`src/rtl/core/upc_pkg.sv`:
```
`timescale 1ns / 1ps
`default_nettype none
// ----------------------------------------------------------------------------
// upc_pkg
// Shared types, character constants and helper functions of the URL percent
// codec.
// ----------------------------------------------------------------------------
package upc_pkg;

   localparam logic [7:0] CHAR_PCT   = 8'h25;
   localparam logic [7:0] CHAR_PLUS  = 8'h2B;
   localparam logic [7:0] CHAR_SPACE = 8'h20;

   // Held-byte state of the decoder.
   localparam logic [1:0] PEND_NONE  = 2'd0;
   localparam logic [1:0] PEND_PCT   = 2'd1;
   localparam logic [1:0] PEND_DIGIT = 2'd2;

   localparam int unsigned NUM_SLOTS = 3;

   typedef struct packed {
      logic [NUM_SLOTS-1:0][7:0] res_byte;   // slot 0 goes out first
      logic [1:0]                res_count;
      logic [1:0]                next_count;
      logic                      digit_we;
   } step_type;

   function automatic logic is_hex(input logic [7:0] c);
      is_hex = (c inside {[8'h30:8'h39], [8'h41:8'h46], [8'h61:8'h66]});
   endfunction

   function automatic logic [3:0] hex_value(input logic [7:0] c);
      logic [7:0] v;
      v = 8'h00;
      if (c inside {[8'h30:8'h39]}) begin
         v = c - 8'h30;
      end else if (c inside {[8'h41:8'h46]}) begin
         v = c - 8'h37;
      end else if (c inside {[8'h61:8'h66]}) begin
         v = c - 8'h57;
      end
      hex_value = v[3:0];
   endfunction

   function automatic logic [7:0] hex_digit(input logic [3:0] v);
      if (v < 4'd10) begin
         hex_digit = 8'h30 + {4'h0, v};
      end else begin
         hex_digit = 8'h37 + {4'h0, v};
      end
   endfunction

   // Control bytes, DEL and above, and the reserved, delimiter and unwise sets.
   function automatic logic must_escape(input logic [7:0] c);
      must_escape = (c inside {[8'h00:8'h1F], [8'h7F:8'hFF],
                               8'h3B, 8'h2F, 8'h3F, 8'h3A, 8'h40, 8'h26, 8'h3D,
                               8'h2B, 8'h24, 8'h2C, 8'h3C, 8'h3E, 8'h23, 8'h25,
                               8'h22, 8'h7B, 8'h7D, 8'h7C, 8'h5C, 8'h5E, 8'h5B,
                               8'h5D, 8'h60});
   endfunction

endpackage
`default_nettype wire

```
`src/rtl/core/url_percent_codec.sv`:
```
`timescale 1ns / 1ps
`default_nettype none
// ----------------------------------------------------------------------------
// url_percent_codec
// Byte-stream URL percent encoder and decoder with an APB-style mode register.
// ----------------------------------------------------------------------------
// Each accepted item is converted in the cycle it is taken and its result
// bytes are loaded into a three-byte result register that drains one byte per
// cycle while rsp_ready is high. An item that yields one byte (or none, while
// the decoder holds a '%' or a hex digit) can follow in the next cycle; an
// item that yields more bytes holds off the next item until they have drained.
// The next item is taken in the same cycle the last waiting byte leaves.
// Writing the mode register drops any held bytes.
module url_percent_codec (
   input  wire logic        clock,
   input  wire logic        reset,
   // Input items
   input  wire logic        req_valid,
   output logic             req_ready,
   input  wire logic [7:0]  req_in_byte,
   input  wire logic        req_in_last,
   // Result items
   output logic             rsp_valid,
   input  wire logic        rsp_ready,
   output logic [7:0]       rsp_out_byte,
   output logic             rsp_run_end,
   output logic             rsp_string_end,
   // Register port
   input  wire logic        psel,
   input  wire logic        penable,
   input  wire logic        pwrite,
   input  wire logic [2:0]  paddr,
   input  wire logic [31:0] pwdata,
   output logic [31:0]      prdata,
   output logic             pready
);

   logic                                 decode_mode_ff, decode_mode_in;
   logic [1:0]                           pend_count_ff, pend_count_in;
   logic [7:0]                           pend_digit_ff, pend_digit_in;
   logic [upc_pkg::NUM_SLOTS-1:0][7:0]   buf_byte_ff, buf_byte_in;
   logic [1:0]                           buf_count_ff, buf_count_in;
   logic                                 buf_last_ff, buf_last_in;

   upc_pkg::step_type step;
   logic              req_take;
   logic              rsp_take;
   logic              csr_write;

   upc_step u_step (
      .decode_mode (decode_mode_ff),
      .pend_count  (pend_count_ff),
      .pend_digit  (pend_digit_ff),
      .in_byte     (req_in_byte),
      .in_last     (req_in_last),
      .step        (step)
   );

   assign rsp_valid      = (buf_count_ff != 2'd0);
   assign rsp_out_byte   = buf_byte_ff[0];
   assign rsp_run_end    = (buf_count_ff == 2'd1);
   assign rsp_string_end = rsp_run_end && buf_last_ff;
   assign rsp_take       = rsp_valid && rsp_ready;

   assign req_ready = (buf_count_ff == 2'd0) || (rsp_take && buf_count_ff == 2'd1);
   assign req_take  = req_valid && req_ready;

   assign pready    = 1'b1;
   assign prdata    = {31'd0, decode_mode_ff};
   assign csr_write = psel && penable && pwrite;

   always_comb begin
      decode_mode_in = decode_mode_ff;
      pend_count_in  = pend_count_ff;
      pend_digit_in  = pend_digit_ff;
      buf_byte_in    = buf_byte_ff;
      buf_count_in   = buf_count_ff;
      buf_last_in    = buf_last_ff;

      if (rsp_take) begin
         buf_byte_in  = {8'h00, buf_byte_ff[upc_pkg::NUM_SLOTS-1:1]};
         buf_count_in = buf_count_ff - 2'd1;
      end

      if (req_take) begin
         pend_count_in = step.next_count;
         if (step.digit_we) begin
            pend_digit_in = req_in_byte;
         end
         if (step.res_count != 2'd0) begin
            buf_byte_in  = step.res_byte;
            buf_count_in = step.res_count;
            buf_last_in  = req_in_last;
         end
      end

      // Register index 0 is the only register; higher words are ignored.
      if (csr_write && paddr[2] == 1'b0) begin
         decode_mode_in = pwdata[0];
         pend_count_in  = upc_pkg::PEND_NONE;
      end
   end

   always_ff @(posedge clock) begin
      if (reset) begin
         decode_mode_ff <= 1'b0;
         pend_count_ff  <= upc_pkg::PEND_NONE;
         buf_count_ff   <= 2'd0;
      end else begin
         decode_mode_ff <= decode_mode_in;
         pend_count_ff  <= pend_count_in;
         buf_count_ff   <= buf_count_in;
      end
      pend_digit_ff <= pend_digit_in;
      buf_byte_ff   <= buf_byte_in;
      buf_last_ff   <= buf_last_in;
   end

   // Encode mode never holds bytes.
   assert property (@(posedge clock) disable iff (reset)
      !decode_mode_ff |-> pend_count_ff == upc_pkg::PEND_NONE)
      else $error("held bytes while in encode mode");

   // The final item of a string always leaves nothing held and yields a result.
   assert property (@(posedge clock) disable iff (reset)
      req_take && req_in_last |=> pend_count_ff == upc_pkg::PEND_NONE && rsp_valid)
      else $error("end of string did not flush held bytes");

   // A held hex digit can only follow a held percent sign.
   assert property (@(posedge clock) disable iff (reset)
      pend_count_ff == upc_pkg::PEND_DIGIT |->
         $past(pend_count_ff) == upc_pkg::PEND_PCT ||
         $past(pend_count_ff) == upc_pkg::PEND_DIGIT)
      else $error("hex digit held without a percent sign");

   // The string end flag only rides on the last byte of an item.
   assert property (@(posedge clock) disable iff (reset)
      rsp_valid && rsp_string_end |-> rsp_run_end && buf_last_ff)
      else $error("string end flag on a byte that is not last");

endmodule
`default_nettype wire

```
`src/rtl/core/upc_step.sv`:
```
`timescale 1ns / 1ps
`default_nettype none
// ----------------------------------------------------------------------------
// upc_step
// Combinational conversion of one input byte: the result bytes it causes and
// the next held-byte state of the decoder.
// ----------------------------------------------------------------------------
module upc_step (
   input  wire logic             decode_mode,
   input  wire logic [1:0]       pend_count,
   input  wire logic [7:0]       pend_digit,
   input  wire logic [7:0]       in_byte,
   input  wire logic             in_last,
   output upc_pkg::step_type     step
);

   logic       c_pct;
   logic       c_hex;
   logic [7:0] c_mapped;

   assign c_pct    = (in_byte == upc_pkg::CHAR_PCT);
   assign c_hex    = upc_pkg::is_hex(in_byte);
   assign c_mapped = (in_byte == upc_pkg::CHAR_PLUS) ? upc_pkg::CHAR_SPACE : in_byte;

   always_comb begin
      step            = '0;
      step.next_count = upc_pkg::PEND_NONE;
      if (!decode_mode) begin
         if (in_byte == upc_pkg::CHAR_SPACE) begin
            step.res_byte[0] = upc_pkg::CHAR_PLUS;
            step.res_count   = 2'd1;
         end else if (upc_pkg::must_escape(in_byte)) begin
            step.res_byte[0] = upc_pkg::CHAR_PCT;
            step.res_byte[1] = upc_pkg::hex_digit(in_byte[7:4]);
            step.res_byte[2] = upc_pkg::hex_digit(in_byte[3:0]);
            step.res_count   = 2'd3;
         end else begin
            step.res_byte[0] = in_byte;
            step.res_count   = 2'd1;
         end
      end else begin
         case (pend_count)
            upc_pkg::PEND_PCT: begin
               if (c_hex) begin
                  step.next_count  = upc_pkg::PEND_DIGIT;
                  step.digit_we    = 1'b1;
                  // At the end of the string both held bytes go out as they are.
                  step.res_byte[0] = upc_pkg::CHAR_PCT;
                  step.res_byte[1] = in_byte;
                  step.res_count   = in_last ? 2'd2 : 2'd0;
               end else if (c_pct) begin
                  step.next_count  = upc_pkg::PEND_PCT;
                  step.res_byte[0] = upc_pkg::CHAR_PCT;
                  step.res_byte[1] = upc_pkg::CHAR_PCT;
                  step.res_count   = in_last ? 2'd2 : 2'd1;
               end else begin
                  step.res_byte[0] = upc_pkg::CHAR_PCT;
                  step.res_byte[1] = c_mapped;
                  step.res_count   = 2'd2;
               end
            end
            upc_pkg::PEND_DIGIT: begin
               if (c_hex) begin
                  step.res_byte[0] = {upc_pkg::hex_value(pend_digit),
                                      upc_pkg::hex_value(in_byte)};
                  step.res_count   = 2'd1;
               end else begin
                  step.res_byte[0] = upc_pkg::CHAR_PCT;
                  step.res_byte[1] = pend_digit;
                  if (c_pct) begin
                     step.next_count  = upc_pkg::PEND_PCT;
                     step.res_byte[2] = upc_pkg::CHAR_PCT;
                     step.res_count   = in_last ? 2'd3 : 2'd2;
                  end else begin
                     step.res_byte[2] = c_mapped;
                     step.res_count   = 2'd3;
                  end
               end
            end
            default: begin
               if (c_pct) begin
                  step.next_count  = upc_pkg::PEND_PCT;
                  step.res_byte[0] = upc_pkg::CHAR_PCT;
                  step.res_count   = in_last ? 2'd1 : 2'd0;
               end else begin
                  step.res_byte[0] = c_mapped;
                  step.res_count   = 2'd1;
               end
            end
         endcase
         if (in_last) begin
            step.next_count = upc_pkg::PEND_NONE;
         end
      end
   end

endmodule
`default_nettype wire

```
`config.mk`:
```
export PLATFORM = sky130hd
export DESIGN_NAME = url_percent_codec
export DESIGN_NICKNAME = d
export VERILOG_FILES = /design/src/rtl/core/upc_pkg.sv /design/src/rtl/core/url_percent_codec.sv /design/src/rtl/core/upc_step.sv
export SDC_FILE = /design/constraint.sdc
export NUM_CORES = 1
export LEC_CHECK = 0
export BUFFER_PORTS_ARGS = -buffer_cell sky130_fd_sc_hd__buf_2
export CAP_MARGIN = 20
export CORE_UTILIZATION = 45
export DETAILED_ROUTE_END_ITERATION = 8
export PLACE_DENSITY = 0.67
export SYNTH_ARGS = -nofsm -noshare
export SYNTH_HDL_FRONTEND = slang
export SYNTH_SLANG_ARGS = --single-unit
```
`constraint.sdc`:
```
create_clock -name clock -period 3.95 [get_ports clock]
set_input_delay 0.395 -clock clock [delete_from_list [all_inputs] [get_ports clock]]
set_output_delay 0.395 -clock clock [all_outputs]
set_load 0.01 [all_outputs]
```
==> impl_metrics.toml <==
[run_status]
status = "finished clean"

[power]
p_leak_uw = 0.00142
power_density_nw_per_um2 = 415
power.total_uw = 1400
peakVddDrop_mv = 0.115

[sta]
setup_viol = 0
skew_ps = 11.2
finalMaxSlewViolations = 0
fin_crit_sh = 0.783
post-route-min-period_ps = 3090
rsz0062_at_grt = "no"
hold_viol = 0
relSlewSlack = 0.569
max_freq_mhz = 323
worst_pin_slew_ps = 630
finalSetupTns_ps = 0
fin_hold_ws_ps = 333

[global_routing]
overflow = 0
met2_usage = 0.357
grt_use_total = 0.230
grt_util_met3 = 0.0396
antenna_found_initial = 0
grt_pass1_wl_um = 13400
use_met1 = 0.325
grt.busiest_layer = "met2"
grt_pass1_vias = 2512
grt_max_degree = 27

[clocking]
clkTransAtPathRegs_ps = 70
holdBufCountCts = 0
htreeDepth = 2
numCtsBuffers = 5
clock_sinks = 38
cts_tree = "built"
clk_path_buf_depth = 2
postCtsSetupBuffers = 0
ctsResizeCount = 0
worstSkewPairLatency_ps = 290
cts_root_buf = "clkbuf_8"

[detailed_routing]
totalWireLength_um = 8550
ant_nets = 0
post-route-drc-count = 0
first_pass_iters = 6
via_count = 2985
vias_per_cell = 5.93
avgRoutedWirePerCell_um = 17.0
drtIter0Drc = 362

[floorplanning]
boundaryPins = 96
fp.coreArea_um2 = 6940
die_area_um2 = 7660
core.rowCount = 30
fp.dieH_um = 87.5
dieWidth_um = 87.5
initial_core_util = 0.474

[logic_synthesis]
yosysSeqAreaShare = 0.258
synthesis.instances = 398
netlist_area_um2 = 3290
synth_edf_count = 9
synth-seq-cells = 38
syn_avg_cell_area_um2 = 8.27
synthFlopType = "dfxtp_1"
yosysWarnings = 0
ys_types = 75
synthArstFlopShare = 0

[placed_design]
place_area_um2 = 3280
gp_congestion = 0.948
dp_cells = 494
io_buffers = 30
dp_hpwl_um = 6310

[critical_path]
crit_fanout = 13
cp.required_ps = 4090
end_kind = "register"
crit_type = "in -> reg"
worst_setup_path_start_kind = "input pin"
worstPathArrival_ps = 3240

[finish]
final_common_cell = "nand2_1"
drive_above_1_share = 0.157
final_nets = 474
area_growth_pct = 2.58
fillers = 714
layout_common_cells = "nand2_1, conb_1, buf_2"
antennaDiodeCount = 0
final_cells = 503
final_cell_area_um2 = 3380

[min_path]
min-delay-path-class = "in -> reg"

[flow_run]
cap_violations = 0
path summary, 6_finish.rpt:
| kind | startpoint | endpoint | slack (ps) | depth (start not counted) |
|---|---|---|---|---|
| max | req_in_byte[1] | buf_byte_ff[9] | 860 | 10 |
| min | reset | buf_count_ff[0] | 330 | 2 |
| max reg2reg | pend_count_ff[0] | rsp_out_byte[2] | 1120 | 8 |
| min reg2reg | buf_byte_ff[16] | buf_byte_ff[16] | 470 | 2 |
power breakdown:
group,switching (uW),total [uW],internal [uW]
Sequential,52.9,569,516
Combinational,317,559,242
Clock,133,275,142
metrics by stage:
step | utilization | worst slack [ps]
after floorplan | - | 1150
after global placement | 0.473 | 576
after detailed placement | 0.473 | 595
after CTS | 0.486 | 874
after global routing | 0.486 | 712
final | 0.486 | 858
metal layers:
metal	part of all wire	vias to the layer above
met5	0	-
met4	0.021	0
met3	0.066	19
met2	0.46	138
met1	0.46	1404
li1	-	1424
area by class of cell:
cell class / instances / area (um2) / share of cell area
Timing Repair Buffer: 37 / 200 / 0.0593
Clock buffer: 8 / 90.1 / 0.0267
Sequential cell: 38 / 851 / 0.252
Inverter: 19 / 71.3 / 0.0211
Tap cell: 96 / 120 / 0.0356
Multi-Input combinational cell: 305 / 2050 / 0.606
cells in the mapped netlist, types with 6 or more instances:
cell type	instances	share of area
nor3_1	7	0.011
o21ai_0	25	0.038
mux2_2	8	0.027
buf_4	42	0.096
and2_1	6	0.011
nand3_1	16	0.024
clkbuf_1	12	0.014
edfxtp_1	9	0.082
nand2_1	33	0.038
a21oi_1	25	0.038
nor2_1	12	0.014
buf_2	8	0.012
ha_1	17	0.065
dfxtp_1	29	0.18
mux2i_1	14	0.043
inv_1	16	0.018
sequential cells by signal, indices dropped and copies added (netlist names):
name            flops
decode_mode_ff      1
buf_count_ff        2
rsp_out_byte        8
pend_digit_ff       8
buf_byte_ff        16
pend_count_ff       2
buf_last_ff         1
worst max-delay path, stage by stage:
cell and delay (ps):
buf_2 260, inv_1 200, ha_1 280, or4b_1 520
a311o_1 390, o21ai_2 110, and3_4 320, a21oi_1 110
a222oi_1 490, mux2i_1 160
cell families (layout without fill, tap and decap cells):
family / Yosys count / after routing / synth area share
adders and majority gates: 17 / 17 / 0.0646
muxes: 22 / 22 / 0.0699
DFF: 38 / 38 / 0.258
buffers and inverters: 85 / 64 / 0.155
xor gates and xnor gates: 4 / 4 / 0.0106
and+or+nand+nor: 109 / 109 / 0.179
other: 2 / 32 / 0.00228
AOI/OAI and AO/OA: 121 / 121 / 0.261
Note: power is estimated with default switching activity, not from simulation.
